File: src/rtl/mhs_pkg.sv
// ----------------------------------------------------------------------------
// Motif Hamming scanner package
// Shared widths, constants and the stage control type of the scanner.
// ----------------------------------------------------------------------------
package mhs_pkg;

   localparam int MOTIF_LEN     = 6;
   localparam int MAX_SEQ_LEN   = 4096;
   localparam int MAX_SEQUENCES = 256;

   localparam int BASE_W  = 3;
   localparam int CODE_W  = 2;
   localparam int DIST_W  = 3;
   localparam int POS_W   = 12;
   localparam int MOTIF_W = CODE_W * MOTIF_LEN;
   localparam int TOTAL_W = 11;
   localparam int COUNT_W = $clog2(MAX_SEQ_LEN + 1);

   localparam logic [TOTAL_W-1:0] TOTAL_CAP = TOTAL_W'(MOTIF_LEN * MAX_SEQUENCES);
   localparam logic [DIST_W-1:0]  NO_WINDOW_DIST = DIST_W'(MOTIF_LEN);

   typedef logic [BASE_W-1:0]  base_type;
   typedef logic [CODE_W-1:0]  code_type;
   typedef logic [DIST_W-1:0]  dist_type;
   typedef logic [POS_W-1:0]   pos_type;
   typedef logic [MOTIF_W-1:0] motif_type;
   typedef logic [TOTAL_W-1:0] total_type;
   typedef logic [COUNT_W-1:0] count_type;

   typedef struct packed {
      logic win;
      logic seq_end;
      logic set_end;
   } stage_ctrl_type;

endpackage

File: src/rtl/mhs_cell.sv
// ----------------------------------------------------------------------------
// Motif Hamming scanner window cell
// Holds one base of the window, passes it to its neighbor on each shift and
// flags whether the held base mismatches its pattern base.
// ----------------------------------------------------------------------------
module mhs_cell (
   input  logic              clock,
   input  logic              shift_en,
   input  mhs_pkg::base_type base_in,
   input  mhs_pkg::code_type want,
   output mhs_pkg::base_type base_out,
   output mhs_pkg::code_type code_out,
   output logic              mismatch
);

   mhs_pkg::base_type base_ff;
   mhs_pkg::base_type base_in_w;

   always_comb begin
      base_in_w = base_ff;
      if (shift_en) begin
         base_in_w = base_in;
      end
   end

   always_ff @(posedge clock) begin
      base_ff <= base_in_w;
   end

   assign base_out = base_ff;
   assign code_out = base_ff[2] ? mhs_pkg::code_type'(0) : base_ff[1:0];
   assign mismatch = base_ff[2] || (base_ff[1:0] != want);

endmodule

File: src/rtl/mhs_tracker.sv
// ----------------------------------------------------------------------------
// Motif Hamming scanner best-window tracker
// Counts window mismatches, keeps the best window of the sequence and the
// saturating set total, and holds the result word in the output register.
// ----------------------------------------------------------------------------
module mhs_tracker (
   input  logic                           clock,
   input  logic                           reset,
   input  logic                           advance,
   input  mhs_pkg::stage_ctrl_type        ctrl,
   input  mhs_pkg::pos_type               pos,
   input  logic [mhs_pkg::MOTIF_LEN-1:0]  mism,
   input  mhs_pkg::motif_type             motif,
   input  logic                           rsp_ready,
   output logic                           rsp_valid,
   output mhs_pkg::dist_type              rsp_best_distance,
   output mhs_pkg::pos_type               rsp_best_position,
   output mhs_pkg::motif_type             rsp_best_motif,
   output mhs_pkg::total_type             rsp_total_distance,
   output logic                           rsp_found,
   output logic                           rsp_last
);

   mhs_pkg::dist_type  min_ff, min_in;
   mhs_pkg::pos_type   mpos_ff, mpos_in;
   mhs_pkg::motif_type mmot_ff, mmot_in;
   logic               seen_ff, seen_in;
   mhs_pkg::total_type total_ff, total_in;

   logic               ovalid_ff, ovalid_in;
   mhs_pkg::dist_type  odist_ff, odist_in;
   mhs_pkg::pos_type   opos_ff, opos_in;
   mhs_pkg::motif_type omot_ff, omot_in;
   mhs_pkg::total_type ototal_ff, ototal_in;
   logic               ofound_ff, ofound_in;
   logic               olast_ff, olast_in;

   mhs_pkg::dist_type  win_dist;
   mhs_pkg::dist_type  upd_min;
   mhs_pkg::pos_type   upd_pos;
   mhs_pkg::motif_type upd_mot;
   logic               upd_seen;
   logic [mhs_pkg::TOTAL_W:0] sum;
   mhs_pkg::total_type sat_sum;

   always_comb begin
      win_dist = '0;
      for (int k = 0; k < mhs_pkg::MOTIF_LEN; k++) begin
         win_dist = win_dist + mhs_pkg::dist_type'(mism[k]);
      end
   end

   always_comb begin
      upd_min  = min_ff;
      upd_pos  = mpos_ff;
      upd_mot  = mmot_ff;
      upd_seen = seen_ff;
      if (ctrl.win && (!seen_ff || (win_dist < min_ff))) begin
         upd_min  = win_dist;
         upd_pos  = pos;
         upd_mot  = motif;
         upd_seen = 1'b1;
      end
      sum     = {1'b0, total_ff} + (mhs_pkg::TOTAL_W + 1)'(upd_min);
      sat_sum = (sum > {1'b0, mhs_pkg::TOTAL_CAP}) ? mhs_pkg::TOTAL_CAP
                                                   : sum[mhs_pkg::TOTAL_W-1:0];
   end

   always_comb begin
      min_in    = min_ff;
      mpos_in   = mpos_ff;
      mmot_in   = mmot_ff;
      seen_in   = seen_ff;
      total_in  = total_ff;
      ovalid_in = ovalid_ff && !rsp_ready;
      odist_in  = odist_ff;
      opos_in   = opos_ff;
      omot_in   = omot_ff;
      ototal_in = ototal_ff;
      ofound_in = ofound_ff;
      olast_in  = olast_ff;
      if (advance) begin
         min_in  = upd_min;
         mpos_in = upd_pos;
         mmot_in = upd_mot;
         seen_in = upd_seen;
         if (ctrl.seq_end) begin
            ovalid_in = 1'b1;
            odist_in  = upd_min;
            opos_in   = upd_pos;
            omot_in   = upd_mot;
            ototal_in = sat_sum;
            ofound_in = upd_seen;
            olast_in  = ctrl.set_end;
            min_in    = mhs_pkg::NO_WINDOW_DIST;
            mpos_in   = '0;
            mmot_in   = '0;
            seen_in   = 1'b0;
            total_in  = ctrl.set_end ? '0 : sat_sum;
         end
      end
   end

   always_ff @(posedge clock) begin
      if (reset) begin
         min_ff    <= mhs_pkg::NO_WINDOW_DIST;
         mpos_ff   <= '0;
         mmot_ff   <= '0;
         seen_ff   <= 1'b0;
         total_ff  <= '0;
         ovalid_ff <= 1'b0;
      end else begin
         min_ff    <= min_in;
         mpos_ff   <= mpos_in;
         mmot_ff   <= mmot_in;
         seen_ff   <= seen_in;
         total_ff  <= total_in;
         ovalid_ff <= ovalid_in;
      end
   end

   always_ff @(posedge clock) begin
      odist_ff  <= odist_in;
      opos_ff   <= opos_in;
      omot_ff   <= omot_in;
      ototal_ff <= ototal_in;
      ofound_ff <= ofound_in;
      olast_ff  <= olast_in;
   end

   assign rsp_valid          = ovalid_ff;
   assign rsp_best_distance  = odist_ff;
   assign rsp_best_position  = opos_ff;
   assign rsp_best_motif     = omot_ff;
   assign rsp_total_distance = ototal_ff;
   assign rsp_found          = ofound_ff;
   assign rsp_last           = olast_ff;

endmodule

File: src/rtl/motif_hamming_scanner_core.sv
// ----------------------------------------------------------------------------
// Motif Hamming scanner core
// Scans a stream of DNA bases for the window closest to a six-base pattern
// and reports the best window of each sequence with a running set total.
//
//   Channel   Direction  Word contents
//   req_      in         base, end_of_sequence, end_of_set
//   rsp_      out        best_distance, best_position, best_motif,
//                        total_distance, found, last
//   csr_      in         pattern
//
// One base word is accepted per cycle while req_ready is high. The word
// that ends a sequence is registered in the window cell chain and its result
// in the best-window tracker. Reset clears all control and tracking state at
// once. While a result waits in the output register and the word in the cell
// stage also ends a sequence, req_ready drops until the result is taken.
// ----------------------------------------------------------------------------
module motif_hamming_scanner_core (
   input  logic                clock,
   input  logic                reset,
   input  logic                req_valid,
   output logic                req_ready,
   input  mhs_pkg::base_type   req_base,
   input  logic                req_end_of_sequence,
   input  logic                req_end_of_set,
   output logic                rsp_valid,
   input  logic                rsp_ready,
   output mhs_pkg::dist_type   rsp_best_distance,
   output mhs_pkg::pos_type    rsp_best_position,
   output mhs_pkg::motif_type  rsp_best_motif,
   output mhs_pkg::total_type  rsp_total_distance,
   output logic                rsp_found,
   output logic                rsp_last,
   input  logic                csr_valid,
   output logic                csr_ready,
   input  mhs_pkg::motif_type  csr_pattern
);

   localparam int L = mhs_pkg::MOTIF_LEN;

   mhs_pkg::motif_type      pattern_ff, pattern_in;
   mhs_pkg::count_type      count_ff, count_in;
   logic                    s1_valid_ff, s1_valid_in;
   mhs_pkg::stage_ctrl_type s1_ctrl_ff, s1_ctrl_in;
   mhs_pkg::pos_type        s1_pos_ff, s1_pos_in;

   logic                    accept;
   logic                    in_range;
   logic                    shift_en;
   logic                    advance;
   logic                    stall;
   mhs_pkg::count_type      pos_full;

   mhs_pkg::base_type       chain [L+1];
   mhs_pkg::motif_type      motif;
   logic [L-1:0]            mism;

   assign csr_ready  = 1'b1;
   assign pattern_in = (csr_valid && csr_ready) ? csr_pattern : pattern_ff;

   assign stall     = s1_valid_ff && s1_ctrl_ff.seq_end && rsp_valid && !rsp_ready;
   assign advance   = s1_valid_ff && !stall;
   assign req_ready = !stall;
   assign accept    = req_valid && req_ready;
   assign in_range  = count_ff < mhs_pkg::count_type'(mhs_pkg::MAX_SEQ_LEN);
   assign shift_en  = accept && in_range;
   assign pos_full  = count_ff - mhs_pkg::count_type'(L - 1);

   always_comb begin
      count_in    = count_ff;
      s1_valid_in = s1_valid_ff && !advance;
      s1_ctrl_in  = s1_ctrl_ff;
      s1_pos_in   = s1_pos_ff;
      if (accept) begin
         s1_valid_in        = 1'b1;
         s1_ctrl_in.win     = in_range && (count_ff >= mhs_pkg::count_type'(L - 1));
         s1_ctrl_in.seq_end = req_end_of_sequence || req_end_of_set;
         s1_ctrl_in.set_end = req_end_of_set;
         s1_pos_in          = pos_full[mhs_pkg::POS_W-1:0];
         if (in_range) begin
            count_in = count_ff + mhs_pkg::count_type'(1);
         end
         if (req_end_of_sequence || req_end_of_set) begin
            count_in = '0;
         end
      end
   end

   always_ff @(posedge clock) begin
      if (reset) begin
         pattern_ff  <= '0;
         count_ff    <= '0;
         s1_valid_ff <= 1'b0;
         s1_ctrl_ff  <= '0;
      end else begin
         pattern_ff  <= pattern_in;
         count_ff    <= count_in;
         s1_valid_ff <= s1_valid_in;
         s1_ctrl_ff  <= s1_ctrl_in;
      end
   end

   always_ff @(posedge clock) begin
      s1_pos_ff <= s1_pos_in;
   end

   assign chain[L] = req_base;

   for (genvar k = 0; k < L; k++) begin : g_cell
      mhs_cell u_cell (
         .clock    (clock),
         .shift_en (shift_en),
         .base_in  (chain[k+1]),
         .want     (pattern_ff[mhs_pkg::CODE_W*(L-1-k) +: mhs_pkg::CODE_W]),
         .base_out (chain[k]),
         .code_out (motif[mhs_pkg::CODE_W*(L-1-k) +: mhs_pkg::CODE_W]),
         .mismatch (mism[k])
      );
   end

   mhs_tracker u_tracker (
      .clock              (clock),
      .reset              (reset),
      .advance            (advance),
      .ctrl               (s1_ctrl_ff),
      .pos                (s1_pos_ff),
      .mism               (mism),
      .motif              (motif),
      .rsp_ready          (rsp_ready),
      .rsp_valid          (rsp_valid),
      .rsp_best_distance  (rsp_best_distance),
      .rsp_best_position  (rsp_best_position),
      .rsp_best_motif     (rsp_best_motif),
      .rsp_total_distance (rsp_total_distance),
      .rsp_found          (rsp_found),
      .rsp_last           (rsp_last)
   );

   a_no_window_result: assert property (@(posedge clock) disable iff (reset)
      rsp_valid && !rsp_found |->
         rsp_best_distance == mhs_pkg::NO_WINDOW_DIST && rsp_best_position == '0 &&
         rsp_best_motif == '0)
      else $error("Result without a full window carries window data.");

   a_total_capped: assert property (@(posedge clock) disable iff (reset)
      rsp_valid |-> rsp_total_distance <= mhs_pkg::TOTAL_CAP)
      else $error("Set total exceeds its saturation limit.");

   a_end_held: assert property (@(posedge clock) disable iff (reset)
      stall |=> s1_valid_ff && s1_ctrl_ff.seq_end && $stable(s1_pos_ff))
      else $error("Sequence end word left the cell stage while the result was blocked.");

   a_count_bound: assert property (@(posedge clock) disable iff (reset)
      count_ff <= mhs_pkg::count_type'(mhs_pkg::MAX_SEQ_LEN))
      else $error("Base count ran past the sequence length limit.");

endmodule

File: config.mk
export PLATFORM = sky130hd
export DESIGN_NAME = motif_hamming_scanner_core
export DESIGN_NICKNAME = d
export VERILOG_FILES = /design/src/rtl/mhs_pkg.sv /design/src/rtl/mhs_cell.sv /design/src/rtl/mhs_tracker.sv /design/src/rtl/motif_hamming_scanner_core.sv
export SDC_FILE = /design/constraint.sdc
export NUM_CORES = 1
export LEC_CHECK = 0
export BUFFER_PORTS_ARGS = -buffer_cell sky130_fd_sc_hd__buf_4
export CORE_MARGIN = 4
export CORE_UTILIZATION = 41
export DETAILED_ROUTE_END_ITERATION = 16
export PLACE_DENSITY = 0.65
export SLEW_MARGIN = 40
export SYNTH_ARGS = -nofsm -noshare
export SYNTH_HDL_FRONTEND = slang
export SYNTH_SLANG_ARGS = --single-unit
File: constraint.sdc
create_clock -name clock -period 13 [get_ports clock]
set_input_delay 1.3 -clock clock [delete_from_list [all_inputs] [get_ports clock]]
set_output_delay 1.3 -clock clock [all_outputs]
set_load 0.005 [all_outputs]
Word level (Yosys, flattened, before mapping)
Index checks and enable logic that the tools add are counted.
{"block": "word_totals", "ff_bits": 139, "latchBits": 0, "ramBits": 0, "rom_bits": 0, "inputBits": 22, "out_inout_bits": 43, "elab_cells": 89, "mem_count": 0}
{"block": "classes", "n_addsub": 8, "multipliers": 0, "n_div": 0, "magnitude_cmp": 4, "n_eq_ne": 6, "shift": 0, "mux": 21, "bitwise_logic": 0, "reduce_logical": 25}
{"operator": "12-bit 2-to-1 mux", "n": 4}
{"operator": "13-bit 2-to-1 mux", "n": 2}
{"operator": "11-bit 2-to-1 mux", "n": 2}
{"operator": "13-bit by 1-bit adder with 13-bit output (second input constant)", "n": 1}
{"operator": "13-bit by 3-bit greater-or-equal comparator with 1-bit output (second input constant)", "n": 1}
{"operator": "13-bit < comparator (second input constant)", "n": 1}
{"operator": "11-bit by 3-bit adder with 12-bit output", "n": 1}
{"operator": "3-bit by 1-bit adder with 3-bit output", "n": 4}
{"operator": "12-bit by 11-bit > comparator with 1-bit output (second input constant)", "n": 1}
{"operator": "2-bit 2-to-1 mux", "n": 6}
{"operator": "2-bit inequality test", "n": 6}
{"operator": "12-bit by 3-bit subtractor with 12-bit output (second input constant)", "n": 1}
{"operator": "1-bit logical AND", "n": 10}
{"operator": "1-bit logical OR", "n": 8}
{"operator": "3-bit 2-to-1 mux", "n": 2}
{"operator": "1-bit 2-to-1 mux", "n": 5}
{"operator": "1-bit logical NOT", "n": 4}
{"operator": "2-bit AND reduction", "n": 2}
{"operator": "3-bit < comparator", "n": 1}
{"operator": "1-bit by 1-bit adder with 2-bit output", "n": 1}
{"operator": "2-bit nonzero test", "n": 1}

Logic depth before layout (Yosys ltp)
{"block": "depth", "depth_word": 15, "mapped_depth": 26, "depth_no_buf": 23}

Modules after synthesis
Synthesis repeated with hierarchy kept, for this count alone.
{"block": "unflattened", "hier_cells": 508, "hier_area_um2": 6132.1}
{"mod": "mhs_tracker", "instances": 1, "cells_each": 282, "area_each_um2": 3555.9, "seq_area_each_um2": 2001.9}
{"mod": "motif_hamming_scanner_core", "instances": 1, "cells_each": 178, "area_each_um2": 1818.0, "seq_area_each_um2": 940.9}
{"mod": "mhs_cell", "instances": 6, "cells_each": 8, "area_each_um2": 126.4, "seq_area_each_um2": 90.1}

Worst setup path before layout
Ideal clock, no wire load.
{"block": "synth_path", "path_kind": "reg-to-reg", "start": "register g_cell[1].u_cell.base_ff[1]", "end": "register u_tracker.ototal_ff[10], in the netlist u_tracker.rsp_total_distance[10], data pin", "setup_ps": 255, "arrival_time_ps": 5717, "required_time_ps": 12745, "slack_ps": 7028, "stages_incl_launch_ff": 26, "path_buffers": 2, "synth_period_minus_slack_ps": 5972, "path_cell_list": "edfxtp_1 -> xor2_1 -> or3_1 -> ha_1 -> inv_1 -> fa_1 -> inv_1 -> fa_1 -> inv_1 -> fa_1 -> inv_1 -> ha_1 -> a21o_1 -> a21oi_1 -> o21a_1 -> buf_2 -> buf_4 -> mux2_2 -> ha_1 -> fa_1 -> a21o_1 -> a32oi_1 -> o211ai_1 -> o22ai_2 -> and2_4 -> nand2_1"}
{"block": "synth_between", "elab_chain_cells": 14}
{"item": "from (decl)", "line": "mhs_cell.sv:16", "text": "mhs_pkg::base_type base_ff;"}
{"item": "from (signal assigned)", "line": "mhs_cell.sv:27", "text": "base_ff <= base_in_w;"}
{"item": "2-bit inequality test *", "line": "mhs_cell.sv:32", "text": "assign mismatch = base_ff[2] || (base_ff[1:0] != want);"}
{"item": "1-bit logical OR *", "line": "mhs_cell.sv:32"}
{"item": "1-bit by 1-bit adder with 2-bit output *", "line": "mhs_tracker.sv:49", "text": "win_dist = win_dist + mhs_pkg::dist_type'(mism[k]);"}
{"item": "3-bit by 1-bit adder with 3-bit output * (4 in series)", "line": "mhs_tracker.sv:49"}
{"item": "3-bit < comparator", "line": "mhs_tracker.sv:58", "text": "if (ctrl.win && (!seen_ff || (win_dist < min_ff))) begin"}
{"item": "1-bit logical OR", "line": "mhs_tracker.sv:58"}
{"item": "1-bit logical AND", "line": "mhs_tracker.sv:58"}
{"item": "3-bit 2-to-1 mux *", "line": "mhs_tracker.sv:58"}
{"item": "via u_tracker.upd_min[0]", "line": "mhs_tracker.sv:39", "text": "mhs_pkg::dist_type upd_min;"}
{"item": "11-bit by 3-bit adder with 12-bit output *", "line": "mhs_tracker.sv:64", "text": "sum = {1'b0, total_ff} + (mhs_pkg::TOTAL_W + 1)'(upd_min);"}
{"item": "12-bit by 11-bit > comparator with 1-bit output", "line": "mhs_tracker.sv:65", "text": "sat_sum = (sum > {1'b0, mhs_pkg::TOTAL_CAP}) ? mhs_pkg::TOTAL_CAP"}
{"item": "11-bit 2-to-1 mux *", "line": "mhs_tracker.sv:65"}
{"item": "via u_tracker.sat_sum[10]", "line": "mhs_tracker.sv:44", "text": "mhs_pkg::total_type sat_sum;"}
{"item": "to (signal assigned)", "line": "mhs_tracker.sv:126", "text": "ototal_ff <= ototal_in;"}
{"item": "to (decl)", "line": "mhs_tracker.sv:34", "text": "mhs_pkg::total_type ototal_ff, ototal_in;"}
The timed path passes the listed nets; every way through them passes the cells marked *.
A chain may end at the register's enable or synchronous reset.

Worst setup path in the final report
Same ends and word-level chain as after synthesis.

==> summary.txt <==
Run status
  • Status: finished clean

Floorplan
  • Site Rows: 44
  • Num ports: 65
  • Initial Util: 0.417
  • Core area: 0.0145 mm2
  • Die Wd: 130 um
  • Die area: 0.0168 mm2
  • Die Span Y: 130 um

Place
  • PortBufs: 63
  • GP Congestion: 0.839
  • DP HPWL: 8450 um
  • Dpl cells: 732

Clock tree
  • Clock Tree Buf Depth: 2
  • Total clock sinks: 139
  • # resized after CTS: 0
  • Postcts setup bufs: 0
  • Worst-Skew Late Latency: approximately 0.42 ns
  • CTS tree: yes
  • H-tree depth: 4
  • Number of hold buffers added after cts: 0
  • Root Buffer: clkbuf_16
  • Clk slew on worst S/H paths: roughly 0.06 ns
  • CTS buffer count: 17

Finish
  • # diodes: 0
  • Final Util: 0.501
  • Fin cells: 764
  • Share of cells above drive strength 1: 0.245
  • Nets: 602
  • Synth-to-Final Area Change: 19.9%

STA
  • Final setup fails: 0
  • Highest Clock Rate: around 140 MHz
  • Max Clock Skew: 0.0206 ns
  • Setup TNS: 0 ns
  • Hold Violations, Final: 0
  • Slew headroom: 0.581
  • Min Tclk post-route: 7.06 ns
  • Worst-Margin Slew: 0.620 ns
  • RSZ-0062 raised after global routing: no
  • Max Slew Vio Count: 0
  • Final period utilization: 0.543

Route
  • First-iteration detailed-routing DRC count: 298
  • Post-DR wirelength/cell: 15.7 um
  • WL final: 12000 um
  • Via count: 4000
  • Vias per cell: roughly 5.2
  • Pre-antenna DRT Iters: 5
  • Antenna Nets Post-Route: 0
  • DRC violations left: 0

Power and ir drop
  • Power Density: 136 mW/mm2
  • Worst ir drop on vdd: 0.0881 mV
  • Pleak: 0.00288 uW

Global routing
  • Global-route wire length before repair: ~20000 um
  • Vias in the first global route: 4007
  • GRT Util Overall: 0.152
  • Total grt overflow: 0
  • Initial antenna violation count: 0
  • Largest net degree at the start of global routing: 42

Yosys
  • Sequential fraction of the synthesis area: 0.574
  • Most instantiated cells after synthesis: edfxtp_1, dfxtp_1, nor2_1
  • Synthesized flop and latch total: 139
  • Post-synth top area share: 0.346
  • Post-Syn Nets: 539
  • Synth cell types: 63
  • Post-Synthesis Cells: around 500
  • Synth warnings: 0
  • Dominant synthesized flop cell: edfxtp_1
  • Post-synth top area cell: edfxtp_1
  • Synth Area per Inst: 12.0 um2
  • Post-synth EDFFs: 70
  • Synthesized cell area: 0.00607 mm2
  • Ys async rst share: 0
  • Most common cell in the netlist: edfxtp_1
  • Top post-synthesis cells by area: edfxtp_1, dfxtp_1, mux2_2

Setup path
  • Max incr delay on CP: 0.53 ns
  • Crit Path Max Fanout: 15
  • Setup crit start kind: flop
  • Crit path arrival time: 7.24 ns
  • Crit-path slowest cell: fa_1
  • Critical path cell sequence: xor2_1 -> or3_1 -> ha_1 -> inv_1 -> fa_1 -> inv_1 -> fa_1 -> inv_1 -> fa_1 -> inv_1 -> ha_1 -> a21o_1 -> a21oi_1 -> o21a_1 -> buf_4 -> mux2_2 -> ha_1 -> fa_1 -> a21o_1 -> a32oi_1 -> o211ai_1 -> o22ai_2 -> and2_4 -> nand2_1
  • Path type of the worst setup path: flop to flop
  • Required time worst endpoint: 13.17 ns
  • Crit. End Element: flop

Job
  • Max cap viols: 0

Hold path
  • Worst hold path class: flop to flop
==> registers in the layout, indices dropped and copies added (netlist names), 12 cells and up, named ones only <==
register / count
s1_pos_ff: 12
count_ff: 13
u_tracker.mmot_ff: 12
g_cell.u_cell.base_out: 18
pattern_ff: 12
u_tracker.rsp_best_motif: 12
u_tracker.mpos_ff: 12
u_tracker.rsp_best_position: 12
==> cells by family (layout without fill, tap and decap cells) <==
| logic type | count (synthesis) | in the layout | share of synthesized area |
|---|---|---|---|
| simple gates | 151 | 151 | 0.130 |
| fa+ha+maj | 13 | 13 | 0.0318 |
| mux | 41 | 41 | 0.0730 |
| compound gates | 82 | 82 | 0.107 |
| other cells | 1 | 1 | 0.000618 |
| xor+xnor | 36 | 36 | 0.0520 |
| flops | 139 | 139 | 0.574 |
| buf+inv | 41 | 117 | 0.0316 |
==> report_power, final <==
part / switching (uW) / internal [uW]
Combinational: 26.9 / 21.9
Clock: 174 / 290
Sequential: 6.78 / 469
==> per-layer routing <==
layer | vias up | part of all wire | GRT usage | wire [um]
met2 | 109 | 0.47 | 0.237 | 5650
met1 | 1930 | 0.46 | 0.200 | 5570
met4 | 0 | 0.0080 | 0.0605 | 96
met3 | 8 | 0.059 | 0.0458 | 704
li1 | 1953 | - | - | -
met5 | - | 0 | 0 | 0
==> stage by stage <==
step           hold slack [ns]  setup WS [ns]  area, um2  power, uW
2_1_floorplan            0.439           7.03       6070        516
3_3_place_gp             0.451           6.21       6690        533
3_5_place_dp             0.453           5.95       6690        535
4_1_cts                  0.471           5.90       7270       1000
5_1_grt                  0.482           5.53       7280       1030
6_report                 0.469           5.94       7280        988
==> cells in the final DEF (no fill, tap or decap), drive strengths merged, types with 4 or more instances in the layout <==
cell type  netlist  routed
dfxtp           69      69
and3             9       9
nand2           32      32
mux2            26      26
a21oi           12      12
xnor2            9       9
or3              7       7
nand3            8       8
ha               9       9
clkbuf          10      20
nor2b           14      14
buf             14      68
nor2            44      44
o2111ai          4       4
fa               4       4
clkinv           0       7
a31oi            4       4
nor3             9       9
o21ai            7       7
a22o            28      28
inv             17      17
mux2i           15      15
nand2b           5       5
xor2            27      27
edfxtp          70      70
o21a             6       6
==> worst paths after layout <==
| check | startpoint | cells after the start | slack, ns | end |
|---|---|---|---|---|
| hold / removal | u_tracker.seen_ff$_SDFFE_PP0P_ | 2 | 0.47 | u_tracker.seen_ff$_SDFFE_PP0P_ |
| setup reg to reg | g_cell[1].u_cell.base_out[1]$_DFFE_PP_ | 24 | 5.94 | u_tracker.rsp_total_distance[10]$_DFFE_PP_ |
| setup / recovery | g_cell[1].u_cell.base_out[1]$_DFFE_PP_ | 24 | 5.94 | u_tracker.rsp_total_distance[10]$_DFFE_PP_ |
| hold reg to reg | u_tracker.seen_ff$_SDFFE_PP0P_ | 2 | 0.47 | u_tracker.seen_ff$_SDFFE_PP0P_ |
==> worst max-delay path, delay by kind of cell (launching register included) <==
family / cells / cell delay (ns)
xor gates and xnor gates: 1 / 0.15
adders and majority gates: 7 / 2.57
AOI/OAI and AO/OA: 7 / 2.00
muxes: 1 / 0.39
buffers and inverters: 5 / 0.63
DFF: 1 / 0.41
and+or+nand+nor: 3 / 0.67
==> layout make-up <==
| class | count | area, um2 |
|---|---|---|
| Fill cell | 1289 | 7260 |
| Sequential cell | 139 | 3480 |
| Multi-Input combinational cell | 324 | 2410 |
| Timing Repair Buffer | 68 | 510 |
| Clock buffer | 20 | 457 |
| Tap cell | 184 | 230 |
| Clock inverter | 12 | 123 |
| Inverter | 17 | 63.8 |
Power figures use the tool's default switching activity.
